### config.mk
export PLATFORM = sky130hd
export DESIGN_NAME = dsbp_symbol_map
export DESIGN_NICKNAME = d
export VERILOG_FILES = /design/src/sv/dsbp_pkg.sv /design/src/sv/dsbp_symbol_map.sv
export SDC_FILE = /design/constraint.sdc
export NUM_CORES = 1
export LEC_CHECK = 0
export ABC_AREA = 1
export BUFFER_PORTS_ARGS = -buffer_cell sky130_fd_sc_hd__buf_4
export CORE_MARGIN = 2
export CORE_UTILIZATION = 50
export DETAILED_ROUTE_END_ITERATION = 16
export PLACE_DENSITY = 0.91
export SLEW_MARGIN = 10
export SYNTH_ARGS = -nofsm -noshare
export SYNTH_HDL_FRONTEND = slang
export SYNTH_SLANG_ARGS = --single-unit
### constraint.sdc
create_clock -name vclk -period 6.5
set_clock_uncertainty 0.2 [all_clocks]
set_input_delay 1.3 -clock vclk [all_inputs]
set_output_delay 1.3 -clock vclk [all_outputs]
set_load 0.01 [all_outputs]
### src/sv/dsbp_pkg.sv
// shared types, constants and opcodes of the deflate symbol bit packer
package dsbp_pkg;

	// table depths and code limits
	localparam int LITLEN_SYMBOLS = 286;
	localparam int DIST_SYMBOLS   = 30;
	localparam int MAX_CODE_BITS  = 32;
	localparam int CODE_W         = 32;
	localparam int CLEN_W         = 6;

	// symbol numbers and distance range
	localparam logic [8:0]  END_SYMBOL   = 9'd256;
	localparam logic [8:0]  LEN_SYM_BASE = 9'd257;
	localparam logic [15:0] DIST_LIMIT   = 16'h8000;

	// bit merge widths: two codes plus both extra fields, then pending bits in front
	localparam int FIELD_W     = 82;
	localparam int FIELD_LEN_W = 7;
	localparam int MERGE_W     = 96;
	localparam int BUF_BYTES   = 11;
	localparam int BUF_IDX_W   = 4;

	// item kinds carried on s_tuser
	typedef enum logic [2:0] {
		OP_LOAD_LITLEN = 3'd0,
		OP_LOAD_DIST   = 3'd1,
		OP_LITERAL     = 3'd2,
		OP_MATCH       = 3'd3,
		OP_END_BLOCK   = 3'd4
	} opcode_t;

	// one code table entry
	typedef struct packed {
		logic [CODE_W-1:0] code;
		logic [CLEN_W-1:0] len;
	} code_entry_t;

	// symbol numbers and extra bits derived from one input item
	typedef struct packed {
		logic [8:0]  lit_sym;
		logic        lit_ok;
		logic [4:0]  dist_sym;
		logic        dist_ok;
		logic [4:0]  len_xv;
		logic [2:0]  len_xn;
		logic [12:0] dist_xv;
		logic [3:0]  dist_xn;
	} sym_info_t;

	// first pipeline stage contents beside the table read data
	typedef struct packed {
		opcode_t     op;
		logic        lit_ok;
		logic        dist_ok;
		logic [4:0]  len_xv;
		logic [2:0]  len_xn;
		logic [12:0] dist_xv;
		logic [3:0]  dist_xn;
	} s1_t;

endpackage

### src/sv/dsbp_symbol_map.sv
// maps a literal, match or end-of-block item to table addresses and extra bits
module dsbp_symbol_map #(
	parameter int LITLEN_SYMBOLS = dsbp_pkg::LITLEN_SYMBOLS,
	parameter int DIST_SYMBOLS   = dsbp_pkg::DIST_SYMBOLS
) (
	input  dsbp_pkg::opcode_t   op,
	input  logic [7:0]          literal_byte,
	input  logic [7:0]          length_excess,
	input  logic [15:0]         match_distance,
	output dsbp_pkg::sym_info_t info
);

	logic [2:0]  len_msb;
	logic [4:0]  len_sym;
	logic [2:0]  len_xn;
	logic [4:0]  len_xv;
	logic [15:0] dist_c;
	logic [14:0] dist_x;
	logic [3:0]  dist_msb;
	logic [4:0]  dist_sym;
	logic [3:0]  dist_xn;
	logic [12:0] dist_xv;
	logic [8:0]  lit_sym;

	// length symbol from the position of the leading one of length minus three
	always_comb begin
		len_msb = '0;
		for (int i = 0; i < 8; i++) begin
			if (length_excess[i]) begin
				len_msb = 3'(i);
			end
		end
		if (length_excess == 8'hFF) begin
			len_sym = 5'd28;
			len_xn  = '0;
			len_xv  = '0;
		end else if (length_excess < 8'd8) begin
			len_sym = length_excess[4:0];
			len_xn  = '0;
			len_xv  = '0;
		end else begin
			len_xn  = len_msb - 3'd2;
			len_sym = {len_msb - 3'd1, 2'b00} + 5'((length_excess >> len_xn) & 8'd3);
			len_xv  = 5'(length_excess & ~(8'hFF << len_xn));
		end
	end

	// distance clamped to 1..32768, symbol from leading one of distance minus one
	always_comb begin
		if (match_distance == 16'd0) begin
			dist_c = 16'd1;
		end else if (match_distance > dsbp_pkg::DIST_LIMIT) begin
			dist_c = dsbp_pkg::DIST_LIMIT;
		end else begin
			dist_c = match_distance;
		end
		dist_x   = 15'(dist_c - 16'd1);
		dist_msb = '0;
		for (int i = 0; i < 15; i++) begin
			if (dist_x[i]) begin
				dist_msb = 4'(i);
			end
		end
		if (dist_x < 15'd4) begin
			dist_sym = dist_x[4:0];
			dist_xn  = '0;
			dist_xv  = '0;
		end else begin
			dist_xn  = dist_msb - 4'd1;
			dist_sym = {dist_msb, 1'b0} + 5'(dist_x[dist_xn]);
			dist_xv  = 13'(dist_x & ~(15'h7FFF << dist_xn));
		end
	end

	// literal/length table address for each kind of item
	always_comb begin
		case (op)
			dsbp_pkg::OP_LITERAL:   lit_sym = {1'b0, literal_byte};
			dsbp_pkg::OP_MATCH:     lit_sym = dsbp_pkg::LEN_SYM_BASE + 9'(len_sym);
			dsbp_pkg::OP_END_BLOCK: lit_sym = dsbp_pkg::END_SYMBOL;
			default:                lit_sym = '0;
		endcase
	end

	assign info.lit_sym  = lit_sym;
	assign info.lit_ok   = 10'(lit_sym) < 10'(LITLEN_SYMBOLS);
	assign info.dist_sym = dist_sym;
	assign info.dist_ok  = 6'(dist_sym) < 6'(DIST_SYMBOLS);
	assign info.len_xv   = len_xv;
	assign info.len_xn   = len_xn;
	assign info.dist_xv  = dist_xv;
	assign info.dist_xn  = dist_xn;

endmodule

After elaboration in Yosys (flattened, before gate mapping). Cells that the tools add are included. W data, S select, Z words.

Output and inout bits: 41. Register bits: 0. Logic and storage cells: 60.

Equality and inequality tests: 4. Shift-type cells: 3. Bitwise operators: 4. Reductions and logical operators: 1. $lt $le $gt $ge: 6. $add $sub $neg: 7. Mux-type cells: 35.

Operator list (number): $mux W4 (14); $mux W15 (2); $pmux W9 S3 (1); $mux W5 (5); $mux W3 (7); $gt A16 B16 Y1 const B (1); $logic_not A16 Y1 (1); $lt A15 B3 Y1 const B (1); $shl A15 B4 Y13 const A (1); $sub A15 B1 Y15 const B (1); $and A13 B13 Y13 (1); $mux W13 (1); $not A13 Y13 (1); $add A9 B5 Y9 const A (1); $lt A9 B9 Y1 const B (1); $eq A8 B8 Y1 const B (1); $lt A8 B4 Y1 const B (1); $shl A8 B3 Y5 const A (1); $shr A8 B3 Y2 (1); $eq A3 B2 Y1 const B (2); $add A5 B1 Y5 (1); $add A5 B2 Y5 (1); $and A5 B5 Y5 (1); $lt A4 B5 Y1 const B (1); other kinds (9) (11).

Depth between registers and ports, before layout. Gate-level depths: netlist (run 1).

Depth after elaboration: 24. Gate-level depth with buffers: 37. Gate-level depth less buffers: 35.

Worst setup path after synthesis (run 1). Ideal clock, no wire load.

Kind: input-to-output. Start point: input port match_distance[6]. End point: output port info[26] in the netlist's numbering. Arrival time: 4403 ps. Buffers on the path: 4. Setup slack: 597 ps. Cell stages on the path: 36. Cells stage by stage: nor2_1 nand2_1 nor2_1 nand2_1 nand2_2 buf_6 buf_6 nand2_1 ha_1 inv_1 nand3_1 nand3_1 nand3_1 nand2_1 nand2_1 nand2_1 nand2_1 nand2_1 nand2_1 nand2_1 nand2_1 nand2_1 nand2_2 nand2_2 buf_6 ha_1 inv_1 ha_1 buf_2 nor2_1 nand3_1 nand2_1 inv_1 nand2_1 nand2_1 nand2_1.

RTL lines: from (decl) (RTL line dsbp_symbol_map.sv:9) `input logic [15:0] match_distance,`; to (decl) (RTL line dsbp_symbol_map.sv:10) `output dsbp_pkg::sym_info_t info`.

==> Flow_metrics.wiki, run 1 <==
{| class="wikitable"
! Metric !! Value
|-
| Number of library cell types mapped by synthesis || 35
|-
| Global-route wire length before repair || 8260 um
|-
| Required time of the worst setup path || 5.00 ns
|-
| Overall Power || 0.000267 W
|-
| Cell taking the most area after synthesis || nand2_1
|-
| Synth Warn # || 0
|-
| RSZ-0062 raised after global routing || false
|-
| Startpoint kind of the worst setup timing path || input pin
|-
| Via Count || 2,239
|-
| Gate count of the mapped netlist || 322
|-
| Number of buffers added for setup after CTS || 0
|-
| Net count, final || 443
|-
| Placed cell count || 440
|-
| Setup TNS || 0 ns
|-
| Overflow left after global routing || 0
|-
| Flip-flop and latch count || 0
|-
| Std-Cell Core Area || 3030 um^2
|-
| Path class of the lowest-slack min-delay path || input pin to output port
|-
| Proportion of netlist area held by the largest area contributor || 0.214
|-
| Clk pwr share || 0
|-
| Non-filler cells in the finished layout || 440
|-
| Final ANT Viol Nets || 0
|-
| Post-synthesis average cell area || 4.90 um^2
|-
| Routed WL per cell || 11.7 um
|-
| Pin slew with the least headroom to its limit || 0.690 ns
|-
| Netlist area before placement || 1580 um^2
|-
| Antenna violations before repair || 0
|-
| DP HPWL || 4360 um
|-
| Count of final setup violators || 0
|-
| Arrival time of data at the critical path endpoint || 4.60 ns
|-
| P per Cell Area || 121 nW/um^2
|-
| WS Path Type || input pin to output port
|-
| Combinational cell fraction of total power || 1.000
|-
| Synthesized Nets || 367
|-
| Most frequent cell after synthesis || nand2_1
|-
| Global-route usage over all layers || 0.283
|-
| Layout cell share with drive strength beyond 1 || 0.258
|-
| Area taken by flip-flops and latches || 0 um^2
|-
| Remaining DRCs || 0
|-
| Width of the die || 60.2 um
|-
| Sequential fraction of the synthesis area || 0
|-
| Number of buffers added on ports || 75
|-
| Largest fanout on the critical path || 12
|-
| Top cells by area, synth || nand2_1 21%, inv_1 13%, nor2_1 11%
|-
| Final Hold Violating Endpoints || 0
|-
| Leakage power || 1.31 nW
|-
| Share of the clock period used by the worst path || 0.939
|-
| Leading cell types by count after synthesis || 90 x nand2_1, 53 x inv_1, 47 x nor2_1, 31 x nand3_1, 16 x a21oi_1
|-
| Type of element capturing the critical path || output port
|-
| Highest clock rate || 164 MHz
|-
| Detailed Route Iter0 Violations || 95
|-
| Clock tree buffer count of the final layout || 0
|-
| Die Area || 3620 um^2
|-
| Area Overhead vs Synth || 39.7%
|-
| Largest net degree at the start of global routing || 13
|-
| Via count of the first global-routing pass || 1,950
|-
| Post-layout min period || 6.10 ns
|-
| Switching portion of total power || 0.576
|-
| Number of maximum-capacitance violations || 0
|-
| Net load switching power || 0.000154 W
|-
| Number of max-slew violations in the final report || 0
|-
| Routability Congestion || 0.977
|-
| Die extent in y || 60.2 um
|-
| First-pass DRT Iterations || 5
|-
| Normalized max-slew margin || 0.536
|-
| Flop pwr share || 0
|-
| Ant. Diodes || 0
|-
| Initial cell density of the core || 0.521
|-
| Worst IR Drop VDD || 0.0401 mV
|-
| Internal power consumption || 0.000113 W
|-
| Total detailed-routing wirelength || 5140 um
|-
| Placement Setup Slack || 0.226 ns
|-
| Io pins || 76
|-
| Run status || finished clean
|-
| Avg Vias per Cell || 5.09
|-
| Slack of the critical path || 0.398 ns
|-
| Number of core rows || 20
|-
| Number of inserted filler cells in the final layout || 286
|}
metal layers:
metal / global-route usage / vias up / share of wire / wire [um]
li1: - / 1179 / - / -
met1: 0.390 / 974 / 0.44 / 2280
met2: 0.505 / 82 / 0.50 / 2560
met3: 0.00649 / 4 / 0.051 / 264
met4: 0.0286 / 0 / 0.0080 / 41
met5: 0 / - / 0 / 0
power by group through the flow:
stage	registers (W)	clock network (W)	logic, W
final	0	0	0.000267
after global placement	0	0	0.000253
after floorplan	0	0	0.000159
after CTS	0	0	0.000258
after global routing	0	0	0.000297
after detailed placement	0	0	0.000257
layout by cell type, fill, tap and decap left out, types with 5 or more instances in the layout:
cell type and instances:
nand2_1 90, buf_4 79, inv_1 53, nor2_1 46, nand3_1 31, a21oi_1 16
o21ai_0 14, nor3_1 8, ha_1 8, nand2_2 7, xor2_1 5
final timing paths:
check / from / to / depth (start not counted)
min: literal_byte[0] / info[32] / 4
max: match_distance[4] / info[26] / 28
per-stage QoR:
stage / utilization / area, um^2 / hold WS (ns)
after floorplan: - / 1580 / 2.49
after global placement: 0.720 / 2180 / 2.71
after detailed placement: 0.720 / 2180 / 2.70
after CTS: 0.720 / 2180 / 2.70
after global routing: 0.729 / 2210 / 2.72
final: 0.729 / 2210 / 2.70
logic make-up (layout without fill, tap and decap cells):
| kind of cell | count (synthesis) | count (layout) | synth area share |
|---|---|---|---|
| adder cells (fa/ha/maj) | 10 | 10 | 0.0792 |
| other | 1 | 1 | 0.00237 |
| AO/OA/AOI/OAI | 43 | 43 | 0.155 |
| XOR/XNOR | 8 | 8 | 0.0491 |
| buffers and inverters | 61 | 135 | 0.162 |
| AND/OR/NAND/NOR | 199 | 199 | 0.552 |
repair_timing:
action,in CTS,in global routing
hold buffers,0,0
gates resized for setup,0,5
setup endpoints to repair,0,5
layout make-up:
cell class         count  area [um^2]  share of cell area
repair buffers        79          593               0.269
well taps             44         55.1              0.0250
multi-input cells    261         1350               0.611
inverters             56          210              0.0953
critical path: stages:
cell and delay [ns]:
buf_4 0.12, nor2_1 0.09, nand2_1 0.06, nor2_1 0.13
nand2_1 0.08, nand2_2 0.07, buf_4 0.17, o21ai_0 0.18
nand2_1 0.12, nor2_2 0.05, nand3_1 0.07, xor2_1 0.36
and2_1 0.21, nand2_1 0.06, nand2_1 0.05, nand3_1 0.06
nand3_1 0.09, nand2_1 0.11, inv_1 0.10, ha_1 0.17
inv_1 0.07, ha_4 0.31, nor2_1 0.07, nand3_1 0.08
nand3_1 0.08, nor2_1 0.12, nand2_1 0.07, buf_4 0.14
No activity file was read; power rests on OpenSTA's default activity.
==> run 2: changes to the inputs <==
--- a/config.mk
+++ b/config.mk
@@ -5,10 +5,9 @@
 export SDC_FILE = /design/constraint.sdc
 export NUM_CORES = 1
 export LEC_CHECK = 0
-export ABC_AREA = 1
 export BUFFER_PORTS_ARGS = -buffer_cell sky130_fd_sc_hd__buf_4
 export CORE_MARGIN = 2
-export CORE_UTILIZATION = 50
+export CORE_UTILIZATION = 53
 export DETAILED_ROUTE_END_ITERATION = 16
 export PLACE_DENSITY = 0.91
 export SLEW_MARGIN = 10
==> run 2 against run 1 <==
  * The flow now stops in clock tree synthesis (4_1_cts)
  * Synthesized cell count shrank 8.1%
  * Synthesized area rose by 25%
==> Flow_metrics.wiki, run 2 <==
{| class="wikitable"
! Metric !! Value
|-
| Routability Congestion || 0.946
|-
| Netlist area before placement || 1970 um^2
|-
| Stage where the flow stopped || clock tree synthesis (4_1_cts)
|-
| Tool error || [ERROR DPL-0033] detailed placement checks failed during check placement.
|-
| Die extent in y || 65.0 um
|-
| Gates resized, CTS repair || 42
|-
| Most frequent cell after synthesis || nor2_1
|-
| Number of library cell types mapped by synthesis || 69
|-
| Leading cell types by count after synthesis || 37 x nor2_1, 28 x nand2_1, 18 x inv_1, 15 x a21oi_1, 11 x nand2b_1
|-
| Gate count of the mapped netlist || 296
|-
| Run status || aborted with a tool error
|-
| Post-synthesis average cell area || 6.67 um^2
|-
| Sequential fraction of the synthesis area || 0
|-
| Total cell area at the placement stage || 3130 um^2
|-
| Number of buffers added on ports || 75
|-
| Top cells by area, synth || nor2_1 7.0%, ha_1 6.3%, nand2_1 5.3%
|-
| Cell taking the most area after synthesis || nor2_1
|-
| Synthesized Nets || 341
|-
| DP HPWL || 7060 um
|-
| Width of the die || 65.0 um
|-
| Hold-fix buffer count after cts || 0
|-
| Proportion of netlist area held by the largest area contributor || 0.0704
|-
| Initial cell density of the core || 0.547
|-
| Synth Warn # || 0
|-
| Number of buffers added for setup after CTS || 39
|-
| Io pins || 76
|-
| Number of core rows || 22
|}
## run 2: per-stage QoR
stage | setup slack [ns] | instances | setup TNS (ns) | hold slack (ns) | utilization
floorplan | -1.00 | 296 | -2.05 | 2.51 | -
global placement | -0.749 | 476 | -1.71 | 2.72 | 0.868
detailed placement | -0.975 | 476 | -4.13 | 2.72 | 0.868
## run 2: cells by family after synthesis
group | Yosys count | share of synthesized area
other | 1 | 0.00190
buffers and inverters | 33 | 0.0755
adder cells (fa/ha/maj) | 10 | 0.0634
AO/OA/AOI/OAI | 89 | 0.374
XOR/XNOR | 8 | 0.0355
multiplexers | 3 | 0.0152
AND/OR/NAND/NOR | 152 | 0.434
==> run 3: changes to the inputs <==
--- a/config.mk
+++ b/config.mk
@@ -7,9 +7,9 @@
 export LEC_CHECK = 0
 export BUFFER_PORTS_ARGS = -buffer_cell sky130_fd_sc_hd__buf_4
 export CORE_MARGIN = 2
-export CORE_UTILIZATION = 53
+export CORE_UTILIZATION = 40
 export DETAILED_ROUTE_END_ITERATION = 16
-export PLACE_DENSITY = 0.91
+export PLACE_DENSITY_LB_ADDON = 0.15
 export SLEW_MARGIN = 10
 export SYNTH_ARGS = -nofsm -noshare
 export SYNTH_HDL_FRONTEND = slang
==> run 3 against run 2 <==
  * The flow now finishes, with violations (negative setup slack)
  * Synthesized cell count did not move
  * Synthesized area did not move
==> Flow_metrics.wiki, run 3 <==
{| class="wikitable"
! Metric !! Value
|-
| Highest clock rate || 138 MHz
|-
| Routability Congestion || 0.890
|-
| Width of the die || 74.2 um
|-
| Buffering stage count on the worst path with inverters included || 5
|-
| Proportion of netlist area held by the largest area contributor || 0.0704
|-
| Die extent in y || 74.2 um
|-
| Via Count || 2,953
|-
| Crit path max-delay cell type || or4_4
|-
| Antenna violations before repair || 0
|-
| Global-route wire length before repair || 12,100 um
|-
| Most frequent cells in the layout || 144 x buf_4, 34 x nor2_1, 27 x nand2_1
|-
| Violated checks || negative setup slack
|-
| Initial cell density of the core || 0.415
|-
| WS Path Type || input pin to output port
|-
| Sequential fraction of the synthesis area || 0
|-
| Layout cell share with drive strength beyond 1 || 0.505
|-
| Flip-flop and latch count || 0
|-
| Clock tree buffer count of the final layout || 0
|-
| Global-route usage over all layers || 0.268
|-
| Most frequent cell after synthesis || nor2_1
|-
| Net count, final || 489
|-
| Synth Warn # || 0
|-
| Die Area || 5510 um^2
|-
| Leakage power || 1.58 nW
|-
| Cell taking the most area after synthesis || nor2_1
|-
| Run status || complete, but fails checks
|-
| Std-Cell Core Area || 4750 um^2
|-
| Largest stage delay on the critical path || 0.55 ns
|-
| Cell-by-cell trace of the critical path || buf_6 > or4_4 > nor4_4 > nor2_1 > nor2_1 > inv_2 > ha_4 > or4b_4 > o311ai_4 > or3_4 > and3_4 > a211o_4 > a21oi_4 > inv_2 > ha_4 > inv_2 > ha_4 > nand2b_4 > or4b_4 > a31oi_4 > a211oi_2 > o211ai_1 > buf_4
|-
| Top cells by area, synth || nor2_1 7.0%, ha_1 6.3%, nand2_1 5.3%
|-
| Startpoint kind of the worst setup timing path || input pin
|-
| Number of core rows || 25
|-
| Number of library cell types mapped by synthesis || 69
|-
| Final Hold Violating Endpoints || 0
|-
| Type of element capturing the critical path || output port
|-
| Final ANT Viol Nets || 0
|-
| Normalized max-slew margin || 0.568
|-
| Slack of the critical path || -0.742 ns
|-
| Remaining DRCs || 0
|-
| DP HPWL || 5920 um
|-
| Largest fanout on the critical path || 4
|-
| Synthesized Nets || 341
|-
| Area taken by flip-flops and latches || 0 um^2
|-
| Io pins || 76
|-
| Worst IR Drop VDD || 0.0417 mV
|-
| P per Cell Area || 81.2 nW/um^2
|-
| Total cell area at the placement stage || 3190 um^2
|-
| Avg Vias per Cell || 5.80
|-
| Number of buffers added on ports || 75
|-
| Pin slew with the least headroom to its limit || 0.642 ns
|-
| Total detailed-routing wirelength || 7670 um
|-
| Family with the most delay on the worst path || simple AND/OR/NAND/NOR gates
|-
| Detailed Route Iter0 Violations || 224
|-
| Arrival time of data at the critical path endpoint || 5.74 ns
|-
| Share of the clock period used by the worst path || 1.11
|-
| Netlist area before placement || 1970 um^2
|-
| Overflow left after global routing || 0
|-
| Routed WL per cell || 15.1 um
|-
| Largest net degree at the start of global routing || 17
|-
| Most common cell after layout, fill and taps aside || buf_4
|-
| Required time of the worst setup path || 5.00 ns
|-
| Count of final setup violators || 12
|-
| Hold-fix buffer count after cts || 0
|-
| Area Overhead vs Synth || 76.6%
|-
| Ant. Diodes || 0
|-
| Path class of the lowest-slack min-delay path || input pin to output port
|-
| First-pass DRT Iterations || 5
|-
| Gate count of the mapped netlist || 296
|-
| Number of maximum-capacitance violations || 0
|-
| Post-synthesis average cell area || 6.67 um^2
|-
| Via count of the first global-routing pass || 2,715
|-
| RSZ-0062 raised after global routing || true
|-
| Leading cell types by count after synthesis || 37 x nor2_1, 28 x nand2_1, 18 x inv_1, 15 x a21oi_1, 11 x nand2b_1
|-
| Post-layout min period || 7.24 ns
|-
| Area of all placed cells without fillers || 3480 um^2
|-
| Number of max-slew violations in the final report || 0
|-
| Placement Setup Slack || -0.855 ns
|}
## run 3: cells by family after synthesis
kind of cell / Yosys count / share of synthesized area
and+or+nand+nor: 152 / 0.434
AOI/OAI and AO/OA: 89 / 0.374
buffers and inverters: 33 / 0.0755
adders and majority gates: 10 / 0.0634
xor gates and xnor gates: 8 / 0.0355
muxes: 3 / 0.0152
other: 1 / 0.00190
## run 3: stage by stage
stage               instances   util  TNS (ns)  power (W)  hold slack [ns]
CTS                       509  0.717     -2.43   0.000269             2.72
detailed placement        499  0.670     -2.62   0.000244             2.72
global placement          499  0.670     -1.96   0.000240             2.72
finish                    509  0.733     -2.88   0.000283             2.73
floorplan                 296      -     -2.05   0.000130             2.51
global route              509  0.733     -4.64   0.000304             2.74
## run 3: worst paths after layout
kind | slack (ns) | cells after the start | startpoint | end
setup / recovery | -0.74 | 23 | match_distance[2] | info[26]
hold / removal | 2.73 | 4 | op[2] | info[40]
## run 3: what timing repair did
| item | CTS | global route |
|---|---|---|
| resized for setup | 32 | 25 |
| pin swaps | 18 | 5 |
| setup endpoints to repair | 15 | 16 |
| setup buffers | 10 | 5 |
## run 3: tightest hold or removal path, delay by kind of cell
family | cells | cell delay [ns]
buffers and inverters | 2 | 0.21
AND/OR/NAND/NOR | 2 | 0.12
## run 3: area by class of cell
| type | count | area, um^2 |
|---|---|---|
| multi-input cells | 263 | 2060 |
| repair buffers | 161 | 1280 |
| fillers | 374 | 1270 |
| well taps | 67 | 83.8 |
| inverters | 18 | 67.6 |
## run 3: where the power goes
part | switching [W] | leakage, nW | internal (W)
Clock | 0 | 0 | 0
Combinational | 0.000138 | 1.58 | 0.000146
Sequential | 0 | 0 | 0
## run 3: per-layer routing
layer	track usage	up-vias	wire length (um)
met5	0	-	0
met4	0.0575	0	111
met3	0.00678	12	357
met2	0.500	122	3990
met1	0.342	1395	3200
li1	-	1424	-
==> run 4: changes to the inputs <==
--- a/config.mk
+++ b/config.mk
@@ -6,8 +6,10 @@
 export NUM_CORES = 1
 export LEC_CHECK = 0
 export BUFFER_PORTS_ARGS = -buffer_cell sky130_fd_sc_hd__buf_4
+export CELL_PAD_IN_SITES_DETAIL_PLACEMENT = 0
+export CELL_PAD_IN_SITES_GLOBAL_PLACEMENT = 2
 export CORE_MARGIN = 2
-export CORE_UTILIZATION = 40
+export CORE_UTILIZATION = 27
 export DETAILED_ROUTE_END_ITERATION = 16
 export PLACE_DENSITY_LB_ADDON = 0.15
 export SLEW_MARGIN = 10
==> run 4 against run 3 <==
  * The flow still finishes with violations (negative setup slack)
  * Combinational power up 7.1%
  * Worst hold slack got worse by 0.0056 ns
  * Total power is 7.1% higher
  * Design area rose by 7.9%
  * Critical path depth stayed put
  * Utilization fell by 21 points
  * Global-route usage is 5.8 points lower
  * First-iteration DRC count shrank 49%
  * Cell count increased by 13%
  * Critical endpoint unchanged
==> Flow_metrics.wiki, run 4 (same netlist as run 3, synthesis figures left out) <==
{| class="wikitable"
! Metric !! Value
|-
| Width of the die || 89.5 um
|-
| Ant. Diodes || 0
|-
| Clock tree buffer count of the final layout || 0
|-
| Area Overhead vs Synth || 90.5%
|-
| Number of inserted filler cells in the final layout || 722
|-
| Worst hold path cell count || 3
|-
| Via count of the first global-routing pass || 2,874
|-
| Multi-input logic area || 2040 um^2
|-
| Number of max-slew violations in the final report || 0
|-
| Placed cell count || 538
|-
| Count of final setup violators || 11
|-
| Worst IR Drop VDD || 0.0253 mV
|-
| End of the worst hold path || info[39]
|-
| Number of maximum-capacitance violations || 0
|-
| Violated checks || negative setup slack
|-
| Routability Congestion || 0.868
|-
| Switching portion of total power || 0.469
|-
| Antenna violations before repair || 0
|-
| Normalized max-slew margin || 0.656
|-
| Layout cell share with drive strength beyond 1 || 0.540
|-
| Share of the clock period used by the worst path || 1.12
|-
| Path class of the lowest-slack min-delay path || input pin to output port
|-
| Type of element capturing the critical path || output port
|-
| Final Hold Violating Endpoints || 0
|-
| Non-filler cells in the finished layout || 573
|-
| Slack of the critical path || -0.794 ns
|-
| Area taken by flip-flops and latches || 0 um^2
|-
| Required time of the worst setup path || 5.00 ns
|-
| Flop pwr share || 0
|-
| Avg Vias per Cell || 5.19
|-
| Overflow left after global routing || 0
|-
| Flip-flop and latch count || 0
|-
| Die Area || 8010 um^2
|-
| Internal power consumption || 0.000161 W
|-
| Remaining DRCs || 0
|-
| Run status || complete, but fails checks
|-
| Final ANT Viol Nets || 0
|-
| Via Count || 2,973
|-
| Startpoint kind of the worst setup timing path || input pin
|-
| Number of buffers added on ports || 75
|-
| Std-Cell Core Area || 7180 um^2
|-
| Highest clock rate || 137 MHz
|-
| Total cell area at the placement stage || 3280 um^2
|-
| RSZ-0062 raised after global routing || true
|-
| Largest net degree at the start of global routing || 11
|-
| DP HPWL || 6490 um
|-
| Clk pwr share || 0
|-
| Pin slew with the least headroom to its limit || 0.515 ns
|-
| Post-layout min period || 7.29 ns
|-
| Most common cell after layout, fill and taps aside || buf_4
|-
| Die extent in y || 89.5 um
|-
| Net load switching power || 0.000142 W
|-
| Arrival time of data at the critical path endpoint || 5.79 ns
|-
| Total detailed-routing wirelength || 8630 um
|-
| Io pins || 76
|-
| Net count, final || 521
|-
| Largest fanout on the critical path || 6
|-
| Leakage power || 1.74 nW
|-
| Area of all placed cells without fillers || 3760 um^2
|-
| Routed WL per cell || 15.1 um
|-
| Initial cell density of the core || 0.275
|-
| Number of core rows || 31
|-
| Global-route usage over all layers || 0.209
|-
| Min-delay src || literal_byte[7]
|-
| Combinational cell fraction of total power || 1.000
|-
| Global-route wire length before repair || 13,600 um
|-
| P per Cell Area || 80.6 nW/um^2
|-
| Most frequent cells in the layout || 173 x buf_4, 32 x nor2_1, 26 x nand2_1
|-
| First-pass DRT Iterations || 4
|-
| WS Path Type || input pin to output port
|-
| Detailed Route Iter0 Violations || 115
|-
| Final core utilization || 0.524
|}
run 4: cell count changes in the layout (fill, tap and decap cells not counted), sizes merged:
cell / before / now
buf: 161 / 193
run 4: repair_timing:
item | 4_1_cts | 5_1_grt
cloned | 0 | 1
hold endpoints to repair | 0 | 0
hold buffers | 0 | 0
pin swaps | 12 | 10
gates resized for setup | 29 | 32
buffers inserted | 30 | 11
endpoints found under the setup margin | 16 | 16
run 4: through the flow:
stage,hold WS (ns),power [W],setup slack [ns],TNS (ns)
after floorplan,2.51,0.000130,-1.00,-2.05
after global placement,2.72,0.000253,-0.812,-3.28
after detailed placement,2.72,0.000253,-0.927,-4.76
after CTS,2.72,0.000288,-0.766,-4.98
after global routing,2.74,0.000328,-0.931,-4.89
final,2.72,0.000303,-0.794,-3.23
run 4: worst max-delay path, stage by stage:
cell      delay [ns]
buf_6           0.09
or4_4           0.56
nor4_4          0.33
nor2_2          0.07
nor2_2          0.13
inv_2           0.07
ha_4            0.18
or4b_4          0.23
o311ai_4        0.11
or3_4           0.39
and3_4          0.16
a211o_4         0.35
a21oi_4         0.14
inv_2           0.07
ha_4            0.16
inv_2           0.05
ha_4            0.19
nand2b_4        0.14
or4b_4          0.54
a31oi_4         0.15
a211oi_2        0.05
o211ai_1        0.18
buf_4           0.15
run 4: how the worst max path moves through the flow:
stage / slack (ns) / cells past startpoint / start / to
2_1_floorplan: -1.00 / 23 / match_distance[2] / info[26]
3_3_place_gp: -0.81 / 23 / match_distance[11] / info[26]
3_5_place_dp: -0.93 / 23 / match_distance[11] / info[26]
4_1_cts: -0.77 / 23 / match_distance[5] / info[26]
5_1_grt: -0.93 / 23 / match_distance[0] / info[26]
6_report: -0.79 / 23 / match_distance[0] / info[26]
run 4: per-layer routing:
layer	wire length [um]	track usage	vias up	share of wire
met5	0	0	-	0
met4	193	0.0475	0	0.022
met3	387	0.0111	16	0.045
met2	4330	0.370	104	0.50
met1	3720	0.279	1367	0.43
li1	-	-	1486	-
run 4: area by class of cell:
cell class	count	share of cell area
multi-input cells	263	0.544
well taps	99	0.0330
inverters	18	0.0180
repair buffers	193	0.405
run 4: power by group through the flow:
| stage | registers (W) | clock network (W) | logic [W] |
|---|---|---|---|
| CTS | 0 | 0 | 0.000288 |
| floorplan | 0 | 0 | 0.000130 |
| finish | 0 | 0 | 0.000303 |
| global route | 0 | 0 | 0.000328 |
| global placement | 0 | 0 | 0.000253 |
| detailed placement | 0 | 0 | 0.000253 |
